## config.mk

```make
export PLATFORM = sky130hd
export DESIGN_NAME = circular_deque_unit
export DESIGN_NICKNAME = d
export VERILOG_FILES = /design/src/cdq_pkg.sv /design/src/circular_deque_unit.sv /design/src/cdq_store.sv /design/src/cdq_ctrl.sv
export SDC_FILE = /design/constraint.sdc
export NUM_CORES = 1
export LEC_CHECK = 0
export BUFFER_PORTS_ARGS = -buffer_cell sky130_fd_sc_hd__buf_4
export CORE_MARGIN = 3
export CORE_UTILIZATION = 56
export DETAILED_ROUTE_END_ITERATION = 7
export PLACE_DENSITY = 0.8
export SKIP_LAST_GASP = 1
export SLEW_MARGIN = 15
export SYNTH_ARGS = -nofsm -noshare
export SYNTH_HDL_FRONTEND = slang
export SYNTH_SLANG_ARGS = --single-unit
```

## constraint.sdc

```tcl
create_clock -name aclk -period 6.11 [get_ports aclk]
set_clock_uncertainty 0.2 [all_clocks]
set_input_delay 0 -clock aclk [delete_from_list [all_inputs] [get_ports aclk]]
set_output_delay 0 -clock aclk [all_outputs]
set_load 0.01 [all_outputs]
```

## src/cdq_pkg.sv

```systemverilog
// Package for the circular deque unit: operation codes, field widths and shared types.
`timescale 1ns / 1ps
package cdq_pkg;

    // Field widths fixed by the interface.
    localparam int FUNC_W  = 3;
    localparam int VALUE_W = 32;
    localparam int CAP_W   = 5;

    // Capacity after reset.
    localparam logic [CAP_W-1:0] CAP_RESET = 5'd16;

    // Stream word widths, padded to whole bytes.
    localparam int S_TDATA_W = 40;   // func(3) + value(32) = 35 bits
    localparam int M_TDATA_W = 72;   // 1 + 32 + 32 + 1 + 1 = 67 bits

    // Operation codes; unused codes act as a peek.
    localparam logic [FUNC_W-1:0] FUNC_PEEK      = 3'd0;
    localparam logic [FUNC_W-1:0] FUNC_INS_FRONT = 3'd1;
    localparam logic [FUNC_W-1:0] FUNC_INS_REAR  = 3'd2;
    localparam logic [FUNC_W-1:0] FUNC_DEL_FRONT = 3'd3;
    localparam logic [FUNC_W-1:0] FUNC_DEL_REAR  = 3'd4;

    // Status of the deque after the last operation.
    typedef struct packed {
        logic accepted;
        logic is_empty;
        logic is_full;
    } cdq_status_t;

endpackage

```

## src/circular_deque_unit.sv

```systemverilog
// Top level of the circular deque unit: stream ports, sequencer and result register.
`timescale 1ns / 1ps
// From input word accepted to result word valid: execute and write the slot, read front
//   and rear, load result; the load waits while the result register is still occupied.
// One item at a time: a new input word is accepted only after the last result is loaded;
//   the store's single registered read port pair is used once per item after the write has landed.
// Reset: aresetn, synchronous, active low; clears indices, sets the deque empty and
//   capacity to 16. The slot store is not cleared.
module circular_deque_unit
    import cdq_pkg::*;
#(
    parameter int DEPTH      = 16,
    parameter int DATA_WIDTH = 32
) (
    input  logic                 aclk,
    input  logic                 aresetn,
    // Capacity register write port.
    input  logic                 cfg_we,
    input  logic [CAP_W-1:0]     cfg_wdata,
    // Operation stream.
    input  logic                 s_tvalid,
    output logic                 s_tready,
    input  logic [S_TDATA_W-1:0] s_tdata,   // func[2:0], value[34:3], zero pad
    // Result stream.
    output logic                 m_tvalid,
    input  logic                 m_tready,
    output logic [M_TDATA_W-1:0] m_tdata    // accepted[0], front_value[32:1],
                                            // rear_value[64:33], is_empty[65],
                                            // is_full[66], zero pad
);

    localparam int IDX_W = (DEPTH > 1) ? $clog2(DEPTH) : 1;

    // Sequencer states.
    localparam logic [1:0] ST_IDLE = 2'd0;   // take an operation and execute it
    localparam logic [1:0] ST_READ = 2'd1;   // read front and rear slots
    localparam logic [1:0] ST_LOAD = 2'd2;   // move read data into the result register

    logic [1:0]            state_reg, state_next;
    logic                  s_fire;
    logic                  load_out;

    logic                  wr_en;
    logic [IDX_W-1:0]      wr_addr;
    logic [DATA_WIDTH-1:0] wr_data;
    logic [IDX_W-1:0]      front_idx, rear_idx;
    logic [DATA_WIDTH-1:0] rd_front, rd_rear;
    cdq_status_t           status;

    logic [63:0]           rd_front_ext, rd_rear_ext;
    logic [VALUE_W-1:0]    front_word, rear_word;

    logic                  m_valid_reg, m_valid_next;
    logic [M_TDATA_W-1:0]  m_data_reg;

    // Accept only between items; the result register decouples the output side.
    assign s_tready = (state_reg == ST_IDLE);
    assign s_fire   = s_tvalid && s_tready;

    // Execute in the accept cycle: indices and empty flag update, slot written.
    cdq_ctrl #(
        .DEPTH      (DEPTH),
        .DATA_WIDTH (DATA_WIDTH),
        .IDX_W      (IDX_W)
    ) u_ctrl (
        .aclk      (aclk),
        .aresetn   (aresetn),
        .cfg_we    (cfg_we),
        .cfg_wdata (cfg_wdata),
        .exec_en   (s_fire),
        .func      (s_tdata[FUNC_W-1:0]),
        .value     (s_tdata[FUNC_W +: VALUE_W]),
        .wr_en     (wr_en),
        .wr_addr   (wr_addr),
        .wr_data   (wr_data),
        .front_idx (front_idx),
        .rear_idx  (rear_idx),
        .status    (status)
    );

    // Read the next cycle, after the write has committed: no overlap to forward.
    cdq_store #(
        .DEPTH      (DEPTH),
        .DATA_WIDTH (DATA_WIDTH),
        .IDX_W      (IDX_W)
    ) u_store (
        .aclk      (aclk),
        .wr_en     (wr_en),
        .wr_addr   (wr_addr),
        .wr_data   (wr_data),
        .rd_en     (state_reg == ST_READ),
        .rd_addr_a (front_idx),
        .rd_addr_b (rear_idx),
        .rd_data_a (rd_front),
        .rd_data_b (rd_rear)
    );

    always_comb begin
        state_next = state_reg;
        case (state_reg)
            ST_IDLE: begin
                if (s_fire) begin
                    state_next = ST_READ;
                end
            end
            ST_READ: begin
                state_next = ST_LOAD;
            end
            ST_LOAD: begin
                // Hold the read data until the result register frees up.
                if (load_out) begin
                    state_next = ST_IDLE;
                end
            end
            default: begin
                state_next = ST_IDLE;
            end
        endcase
    end

    assign load_out = (state_reg == ST_LOAD) && (!m_valid_reg || m_tready);

    // Store words are unsigned; zero-extend or truncate to the 32-bit fields.
    assign rd_front_ext = 64'(rd_front);
    assign rd_rear_ext  = 64'(rd_rear);
    assign front_word   = status.is_empty ? '0 : rd_front_ext[VALUE_W-1:0];
    assign rear_word    = status.is_empty ? '0 : rd_rear_ext[VALUE_W-1:0];

    always_comb begin
        m_valid_next = m_valid_reg;
        if (load_out) begin
            m_valid_next = 1'b1;
        end else if (m_tready) begin
            m_valid_next = 1'b0;
        end
    end

    always_ff @(posedge aclk) begin
        if (!aresetn) begin
            state_reg   <= ST_IDLE;
            m_valid_reg <= 1'b0;
        end else begin
            state_reg   <= state_next;
            m_valid_reg <= m_valid_next;
        end
    end

    // Result payload, no reset needed.
    always_ff @(posedge aclk) begin
        if (load_out) begin
            m_data_reg <= {5'd0, status.is_full, status.is_empty,
                           rear_word, front_word, status.accepted};
        end
    end

    assign m_tvalid = m_valid_reg;
    assign m_tdata  = m_data_reg;

endmodule

```

## src/cdq_store.sv

```systemverilog
// Slot store: one write port, two registered read ports.
`timescale 1ns / 1ps
module cdq_store #(
    parameter int DEPTH      = 16,
    parameter int DATA_WIDTH = 32,
    parameter int IDX_W      = 4
) (
    input  logic                  aclk,
    input  logic                  wr_en,
    input  logic [IDX_W-1:0]      wr_addr,
    input  logic [DATA_WIDTH-1:0] wr_data,
    input  logic                  rd_en,
    input  logic [IDX_W-1:0]      rd_addr_a,
    input  logic [IDX_W-1:0]      rd_addr_b,
    output logic [DATA_WIDTH-1:0] rd_data_a,
    output logic [DATA_WIDTH-1:0] rd_data_b
);

    logic [DATA_WIDTH-1:0] mem [DEPTH];

    always_ff @(posedge aclk) begin
        if (wr_en) begin
            mem[wr_addr] <= wr_data;
        end
    end

    always_ff @(posedge aclk) begin
        if (rd_en) begin
            rd_data_a <= mem[rd_addr_a];
            rd_data_b <= mem[rd_addr_b];
        end
    end

endmodule

```

## src/cdq_ctrl.sv

```systemverilog
// Deque control: capacity register, front and rear indices, empty flag, operation decode.
`timescale 1ns / 1ps
module cdq_ctrl
    import cdq_pkg::*;
#(
    parameter int DEPTH      = 16,
    parameter int DATA_WIDTH = 32,
    parameter int IDX_W      = 4
) (
    input  logic                  aclk,
    input  logic                  aresetn,
    input  logic                  cfg_we,
    input  logic [CAP_W-1:0]      cfg_wdata,
    input  logic                  exec_en,
    input  logic [FUNC_W-1:0]     func,
    input  logic [VALUE_W-1:0]    value,
    output logic                  wr_en,
    output logic [IDX_W-1:0]      wr_addr,
    output logic [DATA_WIDTH-1:0] wr_data,
    output logic [IDX_W-1:0]      front_idx,
    output logic [IDX_W-1:0]      rear_idx,
    output cdq_status_t           status
);

    localparam int CAPX_W = IDX_W + 1;

    logic [CAP_W-1:0]  cap_reg;
    logic [IDX_W-1:0]  front_reg, front_next;
    logic [IDX_W-1:0]  rear_reg, rear_next;
    logic              empty_reg, empty_next;
    logic              ok_reg, ok_next;

    logic [CAPX_W-1:0] cap_eff;
    logic [IDX_W-1:0]  last_idx;
    logic [IDX_W-1:0]  front_inc, front_dec, rear_inc, rear_dec;
    logic              full_now;
    logic [63:0]       value_ext;

    // Clamp capacity into 1..DEPTH.
    always_comb begin
        if (cap_reg == '0) begin
            cap_eff = CAPX_W'(1);
        end else if (32'(cap_reg) > 32'(DEPTH)) begin
            cap_eff = CAPX_W'(DEPTH);
        end else begin
            cap_eff = CAPX_W'(cap_reg);
        end
    end

    assign last_idx  = IDX_W'(cap_eff - CAPX_W'(1));
    assign front_inc = (front_reg == last_idx) ? '0 : front_reg + IDX_W'(1);
    assign front_dec = (front_reg == '0) ? last_idx : front_reg - IDX_W'(1);
    assign rear_inc  = (rear_reg == last_idx) ? '0 : rear_reg + IDX_W'(1);
    assign rear_dec  = (rear_reg == '0) ? last_idx : rear_reg - IDX_W'(1);
    assign full_now  = !empty_reg && (rear_inc == front_reg);

    assign value_ext = 64'(value);
    assign wr_data   = value_ext[DATA_WIDTH-1:0];

    always_comb begin
        front_next = front_reg;
        rear_next  = rear_reg;
        empty_next = empty_reg;
        ok_next    = 1'b1;
        wr_en      = 1'b0;
        wr_addr    = '0;
        case (func)
            FUNC_INS_FRONT: begin
                if (full_now) begin
                    ok_next = 1'b0;
                end else if (empty_reg) begin
                    front_next = '0;
                    rear_next  = '0;
                    empty_next = 1'b0;
                    wr_en      = exec_en;
                end else begin
                    front_next = front_dec;
                    wr_addr    = front_dec;
                    wr_en      = exec_en;
                end
            end
            FUNC_INS_REAR: begin
                if (full_now) begin
                    ok_next = 1'b0;
                end else if (empty_reg) begin
                    front_next = '0;
                    rear_next  = '0;
                    empty_next = 1'b0;
                    wr_en      = exec_en;
                end else begin
                    rear_next = rear_inc;
                    wr_addr   = rear_inc;
                    wr_en     = exec_en;
                end
            end
            FUNC_DEL_FRONT: begin
                if (empty_reg) begin
                    ok_next = 1'b0;
                end else if (front_reg == rear_reg) begin
                    front_next = '0;
                    rear_next  = '0;
                    empty_next = 1'b1;
                end else begin
                    front_next = front_inc;
                end
            end
            FUNC_DEL_REAR: begin
                if (empty_reg) begin
                    ok_next = 1'b0;
                end else if (front_reg == rear_reg) begin
                    front_next = '0;
                    rear_next  = '0;
                    empty_next = 1'b1;
                end else begin
                    rear_next = rear_dec;
                end
            end
            default: begin
                ok_next = 1'b1;
            end
        endcase
    end

    always_ff @(posedge aclk) begin
        if (!aresetn) begin
            cap_reg   <= CAP_RESET;
            front_reg <= '0;
            rear_reg  <= '0;
            empty_reg <= 1'b1;
            ok_reg    <= 1'b1;
        end else if (cfg_we) begin
            // New capacity: drop all entries, keep the store.
            cap_reg   <= cfg_wdata;
            front_reg <= '0;
            rear_reg  <= '0;
            empty_reg <= 1'b1;
        end else if (exec_en) begin
            front_reg <= front_next;
            rear_reg  <= rear_next;
            empty_reg <= empty_next;
            ok_reg    <= ok_next;
        end
    end

    assign front_idx       = front_reg;
    assign rear_idx        = rear_reg;
    assign status.accepted = ok_reg;
    assign status.is_empty = empty_reg;
    assign status.is_full  = full_now;

endmodule
```

======== Word-level counts from Yosys, hierarchy flattened ========
Memories as Yosys holds them, arrays and structs flattened. A register that Yosys moved wholly into a read port is not among the register bits.
Index checks and enable logic that the tools add are counted.
W data, S select, Z words.
storage, ports and cells
  ROM bits ................................ 0
  word-level logic and storage cells ...... 99
  bits in writable memories ............... 512
  memories kept ........................... 1
  input bits .............................. 50
  bits in registers ....................... 85
  bits in latches ......................... 0
  output and inout port bits .............. 74
cells by class
  bitwise logic cells ..................... 2
  multiplexer cells ....................... 39
  reduce and logical (&&, ||, !) cells .... 21
  equality and inequality tests ........... 21
  shift-type cells ........................ 0
  $add $sub $neg .......................... 5
  multipliers ............................. 0
  $lt $le $gt $ge ......................... 1
  divide/modulo/power cells ............... 0
memory list
  memory       depth  bits a word  rd ports  clocked after memory_dff  write ports  line             source
  u_store.mem  16     32           2         2                         1            cdq_store.sv:19  logic [DATA_WIDTH-1:0] mem [DEPTH];
operators by type and width
  cell                   count
  $mux W4                20
  $pmux W4 S4            2
  $eq A4 B4 Y1           4
  $reduce_and A8 Y1      2
  $ne A2 B2 Y1 const B   6
  $sub A4 B1 Y4 const B  3
  $mux W1                11
  $ne A2 B1 Y1 const B   5
  $add A4 B1 Y4 const B  2
  $logic_not A4 Y1       2
  $pmux W4 S2            1
  $eq A3 B2 Y1 const B   2
  $pmux W2 S3            1
  $reduce_or A2 Y1       3
  $gt A5 B5 Y1 const B   1
  $logic_not A5 Y1       1
  $mux W2                2
  $pmux W1 S2            2
  $reduce_and A2 Y1      2
  $reduce_bool A2 Y1     2
  $reduce_bool A4 Y1     1
  $eq A3 B1 Y1 const B   1
  $eq A3 B3 Y1 const B   1
  $logic_and A1 B1 Y1    3
  other kinds (7)        9

======== Logic depth before layout (Yosys ltp) ========
Gate-level depths: netlist of the first run.
  word-level depth ........................ 12
  mapped depth ............................ 12

======== Hierarchy ========
From an unflattened synthesis of the first run, not the netlist that was laid out.
second synthesis, totals
  cell total of the unflattened synthesis .. 1542
  area total of the unflattened synthesis .. 29334.4 µm²
modules (own cells, without submodules)
  module               cells an instance  seq. area each (µm²)  instances  area an instance (µm²)
  cdq_store            1141               17296.6               1          24828.8
  circular_deque_unit  157                2072.0                1          2666.3
  cdq_ctrl             244                300.3                 1          1839.3

======== Least setup slack after synthesis of the first run ========
Ideal clock, no wire load.
  kind .................................... flip-flop to flip-flop
  start point ............................. register u_ctrl.cap_reg[1]
  end point ............................... memory u_store.mem[10][0] (enable)
  cell stages (with the launch flop) ...... 13
  setup time .............................. 502 ps
  required time ........................... 5408 ps
  path slack .............................. -331 ps
  arrival time ............................ 5739 ps
  cell sequence ........................... dfxtp_1 > or4_1 > o21ai_0 > inv_1 > ha_1 > xor2_1 > o211ai_1 > a211oi_2 > o21ai_0 > nand4b_4 > buf_2 > o2111ai_1 > nor4_1
between the ends
  word-level cells in the longest chain between the ends .. 12
  elaborated cells between the ends (all ways) .. 19
  classes of those cells .................. add/sub (1); order compare (1); eq/ne (2); mux (13); reduce/logical (2)
ends and longest elaborated chain
  item                           line             source
  start: declaration             cdq_ctrl.sv:27   logic [CAP_W-1:0] cap_reg;
  start signal: assignment       cdq_ctrl.sv:133  cap_reg <= cfg_wdata;
  $gt A5 B5 Y1                   cdq_ctrl.sv:43   end else if (32'(cap_reg) > 32'(DEPTH)) begin
  $mux W4                        cdq_ctrl.sv:43
  $mux W4 *                      cdq_ctrl.sv:41   if (cap_reg == '0) begin
  $sub A4 B1 Y4 *                cdq_ctrl.sv:50   assign last_idx = IDX_W'(cap_eff - CAPX_W'(1));
  $eq A4 B4 Y1                   cdq_ctrl.sv:53   assign rear_inc = (rear_reg == last_idx) ? '0 : rear_reg + IDX_W'(1);
  $mux W4                        cdq_ctrl.sv:53
  $eq A4 B4 Y1                   cdq_ctrl.sv:55   assign full_now = !empty_reg && (rear_inc == front_reg);
  $logic_and A1 B1 Y1            cdq_ctrl.sv:55
  $mux W1                        cdq_ctrl.sv:83   if (full_now) begin
  $mux W1                        --
  $mux W1                        cdq_store.sv:22  if (wr_en) begin
  $mux W1 (not written as such)  cdq_store.sv:23  mem[wr_addr] <= wr_data;
  end: declaration               cdq_store.sv:19
Every way passes the cells marked *; elsewhere a longest branch is shown, timed or not.

======== Worst setup path after layout of the first run ========
  start point ............................. register u_ctrl.cap_reg[4]
  end point ............................... memory u_store.mem[1][19] (enable)
Same word-level chain as after synthesis.

==> summary.txt, run 1 <==
Route
  – 1st-iter DRT viols: 1,734
  – Vias per inst: just under 7
  – Total wire length: slightly below 70,000 um
  – DR pass1 iterations: 7
  – Wire per inst: 30.2 um
  – Vias: ~16,000
  – Post-route ant nets: 0
  – DRC viols: 0

Floorplan
  – Chip height: between 200 and 250 um
  – # IOs: 124
  – Std cell rows: between 80 and 90
  – DIE AREA: approximately 0.055 mm^2
  – Starting Density: around 57%
  – Core outline area: 0.0515 mm^2
  – Die X: between 200 and 250 um

Yosys
  – Cell Area, Synth: 0.0292 mm^2
  – Most common library cells after synthesis: edfxtp_1 (643), mux4_2 (320), nor2b_1 (73)
  – Most numerous cell in the Yosys netlist: edfxtp_1
  – Syn Area/Cell: about 21 um^2
  – Synth top area cells: edfxtp_1 (66%), mux4_2 (25%), nor2b_1 (1.6%)
  – Gate Count Post-Synth: 1,361
  – Synth Warn #: 0
  – Post-synth top flop: edfxtp_1
  – Post-synth ARST share: 0%
  – Sequential area share after synthesis: between 60% and 70%
  – Synth top area share: between 60 and 70%
  – Synth Register Bits: between 600 and 700
  – Area leader, netlist: edfxtp_1
  – EDFF count, synth: between 600 and 700
  – Cell variety after synth: 68

Clock tree
  – Clk_lat worst skew: about 0.59 ns
  – CTS Buffer Depth: 3
  – Clk slew on worst S/H paths: about 0.060 ns
  – Number of gates resized after cts: 0
  – Postcts setup bufs: 0
  – Hold buffer count at CTS: 63
  – CTS buffer count: slightly below 70
  – CTS tree: done
  – H-tree Lvls: 3
  – CTS Sinks: roughly 660
  – Clock Tree Root: clkbuf_16

Placed design
  – I/O Buffers: between 100 and 150
  – RePlAce Congestion: 0.888
  – Dpl cells: approximately 2,100
  – Post-DP HPWL: around 36,000 um

Global routing
  – Vias in the first global route: approximately 16,000
  – GRT Residual Overflow: 0
  – Largest net degree at the start of global routing: between 70 and 80
  – Tot GR Track Use: 26.1%
  – First-pass GRT wire length: around 100,000 um
  – Initial antenna violation count: 2

Layout
  – Layout cells sized above 1: ~38%
  – Biggest register: u_store.mem
  – Final non-filler cell total: approximately 2,300
  – Final core utilization: 65.8%
  – Total Nets Final: ~1,600
  – Area growth from synthesis to layout: 15.9%
  – Max reg flops: a little over 500

Setup path
  – Crit Reg-Reg Startpoint: u_ctrl.cap_reg[4]
  – Worst Path Required: approximately 6 ns
  – Critical-path cell list: or4_1 > o21ai_0 > inv_1 > ha_1 > xor2_1 > o211a_1 > o211ai_1 > nor4_1 > o2111ai_1 > a22oi_2 > buf_12
  – Max stage delay on crit path: around 0.8 ns
  – Crit start category: flop
  – Worst path top cell family by delay: compound AO/OA/AOI/OAI gates
  – CP Capture Type: flop
  – Critical path's slowest cell: a22oi_2
  – Worst Path Arrival: approximately 5.2 ns
  – WS Path Type: reg -> reg
  – WP buf/inv: 2
  – Critical Path Fanout Max: 26
  – Crit path launch: u_ctrl.cap_reg[4]

STA
  – Endpoints failing setup: 0
  – TNS Setup: 0 ns
  – Fin. max-slew vios: 0
  – Fin crit share: about 84%
  – F_max: approximately 190 MHz
  – Transition time of the tightest slew-check pin: around 1.2 ns
  – RSZ-0062 raised after global routing: no
  – Slew headroom: between 20% and 30%
  – Final hold violations: 0
  – Final Critical Period: 5.13 ns

Pwr
  – Leak: between 10 and 15 nW
  – Worst VDD drop: roughly 0.21 mV
  – PD cells: about 280 mW/mm^2

Worst hold path
  – Hold path start: s_tdata[9]
  – Hold Crit Class: in -> reg

Job
  – Max Cap Violations: 0

Outcome
  – Status: finished clean
[path summary, 6_finish.rpt]
kind / slack [ns] / endpoint / depth (start not counted)
max reg2reg: 0.98 / u_store.mem[1][19] / 11
max: 0.98 / u_store.mem[1][19] / 11
min: 0.06 / u_store.mem[10][6] / 2
min reg2reg: 0.23 / m_tdata[0] / 0
[where the power goes]
| part | switching, mW | leakage (nW) | internal (mW) |
|---|---|---|---|
| Clock | 1.67 | 1.06 | 2.41 |
| Sequential | 0.0217 | 6.06 | 5.01 |
| Combinational | 0.185 | 3.39 | 0.164 |
| Total | 1.88 | 10.5 | 7.59 |
[cells by family after synthesis]
| family | synth area share, % |
|---|---|
| AOI/OAI and AO/OA | 2.20 |
| buffers and inverters | 1.53 |
| other | 0.0128 |
| muxes | 24.9 |
| and+or+nand+nor | 3.09 |
| xor gates and xnor gates | 0.728 |
| DFF | 67.3 |
| adders and majority gates | 0.214 |
[area by class of cell]
cell class / instances / area (um^2)
sequential: 661 / 19700
fill: 3250 / 17600
multi-input combinational: 592 / 9300
clock buffer: 83 / 1820
timing repair buffer: 215 / 1810
tap: 680 / 851
clock inverter: 35 / 347
inverter: 13 / 48.8
antenna: 2 / 5.00
[per-stage QoR]
stage                     hold slack, ns  worst slack, ns  total power, mW  cell area [um^2]
after floorplan                   -0.101           -0.331             5.31             29300
after global placement            0.0293             1.30             5.43             31100
after detailed placement          0.0474             1.15             5.44             31100
after CTS                         0.0151             1.10             9.53             33900
after global routing              0.0661            0.771             9.74             33900
final                             0.0562            0.978             9.46             33900
[placed cells by master (no fill, tap or decap), types with 6 or more instances in the layout]
cell           count
edfxtp_1         643
mux4_2           320
buf_4            149
nor2b_1           71
clkbuf_16         71
dlygate4sd3_1     63
nand2_1           17
clkinv_1          17
o211ai_1          13
nor2_1            13
clkbuf_1          12
inv_1             11
o21ai_0           11
dfxtp_1           10
xor2_1             9
nor3_1             8
clkinv_2           8
xnor2_1            7
mux2i_1            7
bufinv_16          7
o2111ai_1          6
[metal layers]
layer | track usage (%) | part of all wire (%) | vias to the layer above
met2 | 42.7 | 51 | 1006
met5 | 0 | 0 | -
met4 | 9.03 | 3.0 | 0
met3 | 4.97 | 9.6 | 140
met1 | 35.9 | 37 | 8142
li1 | - | - | 6271
No activity file was read; power rests on OpenSTA's default activity.
==> run 2: changes to the inputs <==
--- a/config.mk
+++ b/config.mk
@@ -7,9 +7,9 @@
 export LEC_CHECK = 0
 export BUFFER_PORTS_ARGS = -buffer_cell sky130_fd_sc_hd__buf_4
 export CORE_MARGIN = 3
-export CORE_UTILIZATION = 56
+export CORE_UTILIZATION = 62
 export DETAILED_ROUTE_END_ITERATION = 7
-export PLACE_DENSITY = 0.8
+export PLACE_DENSITY = 0.84
 export SKIP_LAST_GASP = 1
 export SLEW_MARGIN = 15
 export SYNTH_ARGS = -nofsm -noshare
==> constraint.sdc (replaced) <==
create_clock -name aclk -period 5.4 [get_ports aclk]
set_clock_uncertainty 0.2 [all_clocks]
set_input_delay 0 -clock aclk [delete_from_list [all_inputs] [get_ports aclk]]
set_output_delay 0 -clock aclk [all_outputs]
set_load 0.01 [all_outputs]
==> run 2 against run 1 <==
Effect of this change:
- clock power grew 9.6%
- count of clock-buffer cells in the layout grew 4
- setup slack lost 0.54 ns
- sequential power grew 13%
- via count grew 3.5%
- cell area shrank 0.42%
- first-iteration DRC count grew 36%
- critical endpoint is now u_store.mem[5][22]
- highest routed layer unchanged
==> summary.txt, run 2 (same netlist as run 1, synthesis figures left out) <==
Clock tree
  – CTS buffer count: 67 (-1.5%)
  – Number of gates resized after cts: 0 (unchanged)
  – CTS tree: done
  – Clk slew on worst S/H paths: 0.06 ns (about the same)
  – Clock Tree Root: clkbuf_16
  – Clk_lat worst skew: 0.60 ns (about the same)
  – CTS Buffer Depth: 3 (unchanged)
  – H-tree Lvls: 3 (unchanged)
  – CTS Sinks: 661 (unchanged)

Route
  – Total wire length: 74,600 um (+8.1%)
  – Wire per inst: 33.9 um (+12%)
  – Vias: 16,100 (+3.5%)
  – DR pass1 iterations: 6 (-1)
  – Vias per inst: 7.33 (+7.4%)
  – 1st-iter DRT viols: 2,351 (+36%)
  – DRC viols: 0 (unchanged)
  – Post-route ant nets: 0 (unchanged)

Floorplan
  – Starting Density: 63.6% (+6.8 points)
  – Core outline area: 0.0460 mm^2 (-11%)
  – Chip height: 223 um (-4.8%)
  – # IOs: 124 (unchanged)
  – Die X: 223 um (-4.8%)
  – Std cell rows: 78 (-6.0%)
  – DIE AREA: 0.0498 mm^2 (-9.4%)

Outcome
  – Status: finished clean

Layout
  – Most common cell after layout, fill and taps aside: edfxtp_1
  – Layout cells sized above 1: 37.7% (unchanged)
  – Most frequent cells in the layout: edfxtp_1 (643), mux4_2 (320), buf_4 (148)
  – Area growth from synthesis to layout: 15.4%
  – Max reg flops: 512 (unchanged)
  – Total Nets Final: 1,606 (unchanged)
  – Inserted Diodes: 0 (-2)
  – Final core utilization: 73.4% (+7.6 points)
  – Biggest register: u_store.mem

STA
  – Fin crit share: 91.9% (+7.9 points)
  – Slew headroom: 22.1% (+1.1 points)
  – Transition time of the tightest slew-check pin: 1.15 ns (-0.0314 ns)
  – Final Critical Period: 4.96 ns (-0.168 ns)
  – F_max: 201 MHz (+3.4%)
  – Final hold violations: 0 (unchanged)
  – Fin. max-slew vios: 0 (unchanged)
  – Endpoints failing setup: 0 (unchanged)
  – Hold Worst Slack: 0.0595 ns (+0.00325 ns)
  – RSZ-0062 raised after global routing: no

Global routing
  – Largest net degree at the start of global routing: 68 (-8.1%)
  – Tot GR Track Use: 30.6% (+4.5 points)
  – GRT Residual Overflow: 0 (unchanged)
  – First-pass GRT wire length: 111,000 um (+7.0%)
  – Vias in the first global route: 16,700 (+3.9%)
  – Initial antenna violation count: 0 (-2)

Setup path
  – Critical path's slowest cell: or4_1
  – Max stage delay on crit path: 0.60 ns (-0.18 ns)
  – Crit start category: flop
  – Worst Path Arrival: 4.97 ns (-0.23 ns)
  – WS Path Type: reg -> reg
  – Critical-path cell list: or4_1 > o21ai_0 > inv_1 > ha_1 > xor2_1 > o211a_1 > o211ai_1 > nor4_1 > o2111ai_1 > a21oi_4 > buf_4
  – Worst Path Required: 5.41 ns (-0.77 ns)
  – Critical Path Fanout Max: 32 (+23%)
  – CP Capture Type: flop

Pwr
  – Worst VDD drop: 0.291 mV (+40%)
  – PD cells: 313 mW/mm^2 (+12%)
  – Leak: 10.4 nW (-0.60%)

Placed design
  – I/O Buffers: 113 (unchanged)
  – RePlAce Congestion: 0.873 (-1.6%)
  – Post-DP HPWL: 39,000 um (+8.9%)

Worst hold path
  – Hold Crit Class: in -> reg

Job
  – Max Cap Violations: 0 (unchanged)
run 2: cell types whose count changed in the layout (fill, tap and decap cells not counted), moves of 2 or more:
cell and change:
buf_12 +3, clkinv_1 -5, nor3_2 -3, clkbuf_1 +5, diode_2 -2, clkinvlp_4 +4, bufinv_16 -3, nor3_4 +3
run 2: worst max-delay path, delay by kind of cell (launching register included):
family	cells	cell delay, ns
compound gates	5	1.43
flops	1	0.40
fa+ha+maj	1	0.41
buf+inv	2	0.72
xor+xnor	1	0.26
simple gates	2	1.14
run 2: metrics by stage:
step | total power, mW | setup WS [ns] | cell area (um^2) | instances | setup TNS, ns
final | 10.6 | 0.437 | 33700 | 2199 | 0
after global routing | 10.8 | 0.244 | 33700 | 2199 | 0
after CTS | 10.6 | 0.605 | 33700 | 2199 | 0
after detailed placement | 6.16 | 0.626 | 31000 | 2020 | 0
after global placement | 6.14 | 0.798 | 31000 | 2020 | 0
after floorplan | 6.01 | -1.04 | 29300 | 1365 | -89.13
run 2: path summary, 6_finish.rpt:
check,startpoint,end,slack (ns),cells after the start
worst min-delay path,s_tdata[19],u_store.mem[9][16],0.06,2
worst min register to register,u_ctrl.ok_reg,m_tdata[0],0.23,0
worst max-delay path,u_ctrl.cap_reg[4],u_store.mem[5][22],0.44,11
worst max register to register,u_ctrl.cap_reg[4],u_store.mem[5][22],0.44,11
run 2: layout make-up:
| cell class | instances | area [um^2] |
|---|---|---|
| clock buffer | 87 | 1820 |
| clock inverter | 30 | 260 |
| fill | 2423 | 12200 |
| inverter | 13 | 48.8 |
| multi-input combinational | 592 | 9320 |
| sequential | 661 | 19700 |
| tap | 600 | 751 |
| timing repair buffer | 216 | 1850 |
run 2: routing by layer:
layer	up-vias	part of all wire, %	global-route usage [%]
li1	6265	-	-
met1	8488	36	41.5
met2	1152	52	51.3
met3	205	8.6	4.79
met4	0	3.7	11.7
met5	-	0	0
run 2: report_power, final:
part | leakage (nW) | internal [mW] | switching (mW)
clock network | 0.999 | 2.56 | 1.91
logic | 3.38 | 0.186 | 0.218
registers | 6.06 | 5.67 | 0.0259
total | 10.4 | 8.42 | 2.15
run 2: timing repair:
action	4_1_cts	5_1_grt
setup buffers	0	0
setup endpoints to repair	0	0
hold buffers	62	0
hold endpoints to repair	556	0
==> run 3: changes to the inputs <==
--- a/config.mk
+++ b/config.mk
@@ -7,9 +7,10 @@
 export LEC_CHECK = 0
 export BUFFER_PORTS_ARGS = -buffer_cell sky130_fd_sc_hd__buf_4
 export CORE_MARGIN = 3
-export CORE_UTILIZATION = 62
+export CORE_UTILIZATION = 60
 export DETAILED_ROUTE_END_ITERATION = 7
-export PLACE_DENSITY = 0.84
+export PLACE_DENSITY = 0.82
+export SETUP_SLACK_MARGIN = 0.1
 export SKIP_LAST_GASP = 1
 export SLEW_MARGIN = 15
 export SYNTH_ARGS = -nofsm -noshare
==> constraint.sdc (replaced) <==
create_clock -name aclk -period 5.4 [get_ports aclk]
set_clock_uncertainty 0.2 [all_clocks]
set_input_delay 0.81 -clock aclk [delete_from_list [all_inputs] [get_ports aclk]]
set_output_delay 0.81 -clock aclk [all_outputs]
set_load 0.01 [all_outputs]
==> run 3 against run 2 <==
Effect of this change:
- routed wire length shrank 3.0%
- sequential share of layout area grew 0.98 points
- non-clock buffer count is 65 lower
- cell area is 1.7% lower
- largest cell class unchanged
- sequential power about the same
- register-to-register slack gained 0.25 ns
- total power fell by 0.34%
- fmax increased by 5.4%
- via count fell by 3.0%
- sequential cell count unchanged
- setup slack gained 0.25 ns
- global-route usage fell by 1.6 points
==> summary.txt, run 3 (same netlist as run 1, synthesis figures left out) <==
Layout
  – Max reg flops: 512 (unchanged)
  – Most common cell after layout, fill and taps aside: edfxtp_1
  – Area growth from synthesis to layout: 13.5%
  – Most frequent cells in the layout: edfxtp_1 (643), mux4_2 (320), buf_4 (142)
  – Biggest register: u_store.mem
  – Layout cells sized above 1: 39.2% (+1.5 points)
  – Final non-filler cell total: 2,156 (-2.0%)
  – Total Nets Final: 1,542 (-4.0%)

Global routing
  – Initial antenna violation count: 3 (+3)
  – Vias in the first global route: 16,300 (-2.7%)
  – First-pass GRT wire length: 107,000 um (-3.8%)
  – GRT Residual Overflow: 0 (unchanged)
  – Tot GR Track Use: 29.0% (-1.6 points)
  – Largest net degree at the start of global routing: 102 (+50%)

Clock tree
  – Clock Tree Root: clkbuf_16
  – CTS Sinks: 661 (unchanged)
  – CTS Buffer Depth: 3 (unchanged)
  – Postcts setup bufs: 0 (unchanged)
  – Clk slew on worst S/H paths: 0.06 ns (about the same)
  – Number of gates resized after cts: 0 (unchanged)
  – Clk_lat worst skew: 0.61 ns (about the same)
  – CTS buffer count: 68 (+1.5%)
  – Hold buffer count at CTS: 0 (-100%)
  – H-tree Lvls: 3 (unchanged)
  – CTS tree: done

Setup path
  – Worst Path Required: 5.43 ns (+0.02 ns)
  – Worst Path Arrival: 4.74 ns (-0.23 ns)
  – Critical Path Fanout Max: 32 (unchanged)
  – CP Capture Type: flop
  – Critical path's slowest cell: or4_1
  – WP buf/inv: 2 (unchanged)
  – Crit path launch: u_ctrl.cap_reg[4]
  – R2R setup slack: 0.69 ns (+0.25 ns)
  – Worst path top cell family by delay: simple AND/OR/NAND/NOR gates
  – Max stage delay on crit path: 0.58 ns (-0.02 ns)
  – Crit start category: flop
  – Stages on worst setup path: 11 (unchanged)
  – WS Path Type: reg -> reg
  – Reg2reg path depth: 11 (unchanged)
  – Crit Reg-Reg Startpoint: u_ctrl.cap_reg[4]
  – Critical-path cell list: or4_1 > o21ai_0 > inv_1 > ha_1 > xor2_1 > o211a_1 > o211ai_1 > nor4_1 > o2111ai_1 > nor3_4 > buf_4

Worst hold path
  – Worst Hold Depth: 0 (-2)
  – Hold path start: u_ctrl.ok_reg
  – Hold Crit Class: reg -> reg

STA
  – Fin crit share: 87.2% (-4.7 points)
  – RSZ-0062 raised after global routing: no
  – Endpoints failing setup: 0 (unchanged)
  – Final Critical Period: 4.71 ns (-0.255 ns)
  – Transition time of the tightest slew-check pin: 1.10 ns (-0.0500 ns)
  – Slew headroom: 26.5% (+4.3 points)
  – Hold Worst Slack: 0.241 ns (+0.181 ns)
  – Final hold violations: 0 (unchanged)
  – Fin. max-slew vios: 0 (unchanged)
  – F_max: 212 MHz (+5.4%)

Route
  – DR pass1 iterations: 5 (-1)
  – 1st-iter DRT viols: 1,900 (-19%)
  – Wire per inst: 33.6 um (-1.0%)
  – Vias: 15,600 (-3.0%)
  – Total wire length: 72,400 um (-3.0%)
  – DRC viols: 0 (unchanged)
  – Vias per inst: 7.25 (-1.1%)
  – Post-route ant nets: 0 (unchanged)

Floorplan
  – Chip height: 227 um (+1.6%)
  – # IOs: 124 (unchanged)
  – Starting Density: 61.0% (-2.6 points)
  – Std cell rows: 80 (+2.6%)
  – DIE AREA: 0.0514 mm^2 (+3.2%)
  – Core outline area: 0.0479 mm^2 (+4.3%)
  – Die X: 227 um (+1.6%)

Outcome
  – Status: finished clean

Pwr
  – Worst VDD drop: 0.237 mV (-19%)
  – PD cells: 317 mW/mm^2 (+1.3%)
  – Leak: 10.2 nW (-2.3%)

Placed design
  – I/O Buffers: 113 (unchanged)
  – Post-DP HPWL: 37,000 um (-5.1%)
  – Dpl cells: 2,032 (+0.59%)
  – RePlAce Congestion: 0.863 (-1.2%)

Job
  – Max Cap Violations: 0 (unchanged)
-- run 3: report_power, final --
part           total (mW)  switching, mW  internal, mW  leakage [nW]
registers            5.70         0.0269          5.67          6.06
logic               0.355          0.201         0.154          3.11
clock network        4.48           1.93          2.55          1.03
-- run 3: final cells by class --
cell class / count / area, um^2
sequential: 661 / 19700
fill: 2751 / 14800
multi-input combinational: 592 / 9320
clock buffer: 85 / 1830
timing repair buffer: 151 / 1250
tap: 615 / 769
clock inverter: 37 / 269
inverter: 13 / 48.8
antenna: 2 / 5.00
-- run 3: through the flow --
stage / TNS, ns / worst slack (ns) / power [mW] / area (um^2) / utilization [%]
2_1_floorplan: -89.13 / -1.04 / 6.01 / 29300 / -
3_3_place_gp: 0 / 0.848 / 6.14 / 31100 / 64.8
3_5_place_dp: 0 / 0.741 / 6.15 / 31100 / 64.8
4_1_cts: 0 / 0.738 / 10.6 / 33200 / 69.2
5_1_grt: 0 / 0.441 / 10.8 / 33200 / 69.2
6_report: 0 / 0.692 / 10.5 / 33200 / 69.2
-- run 3: metal layers --
metal  share of wire, %  GRT usage [%]
met4                3.2           10.9
met5                  0              0
met3                8.7           5.13
met2                 52           48.2
met1                 36           39.3
-- run 3: final timing paths --
kind,to
worst max-delay path,u_store.mem[4][14]
worst min-delay path,m_tdata[0]
worst max register to register,u_store.mem[4][14]
worst min register to register,m_tdata[0]
-- run 3: worst reg2reg max path: stages, from the launching register on --
cell and delay [ns]:
dfxtp_1 0.39, or4_1 0.58, o21ai_0 0.16, inv_1 0.14, ha_1 0.42, xor2_1 0.25, o211a_1 0.28, o211ai_1 0.38
nor4_1 0.46, o2111ai_1 0.32, nor3_4 0.18, buf_4 0.55
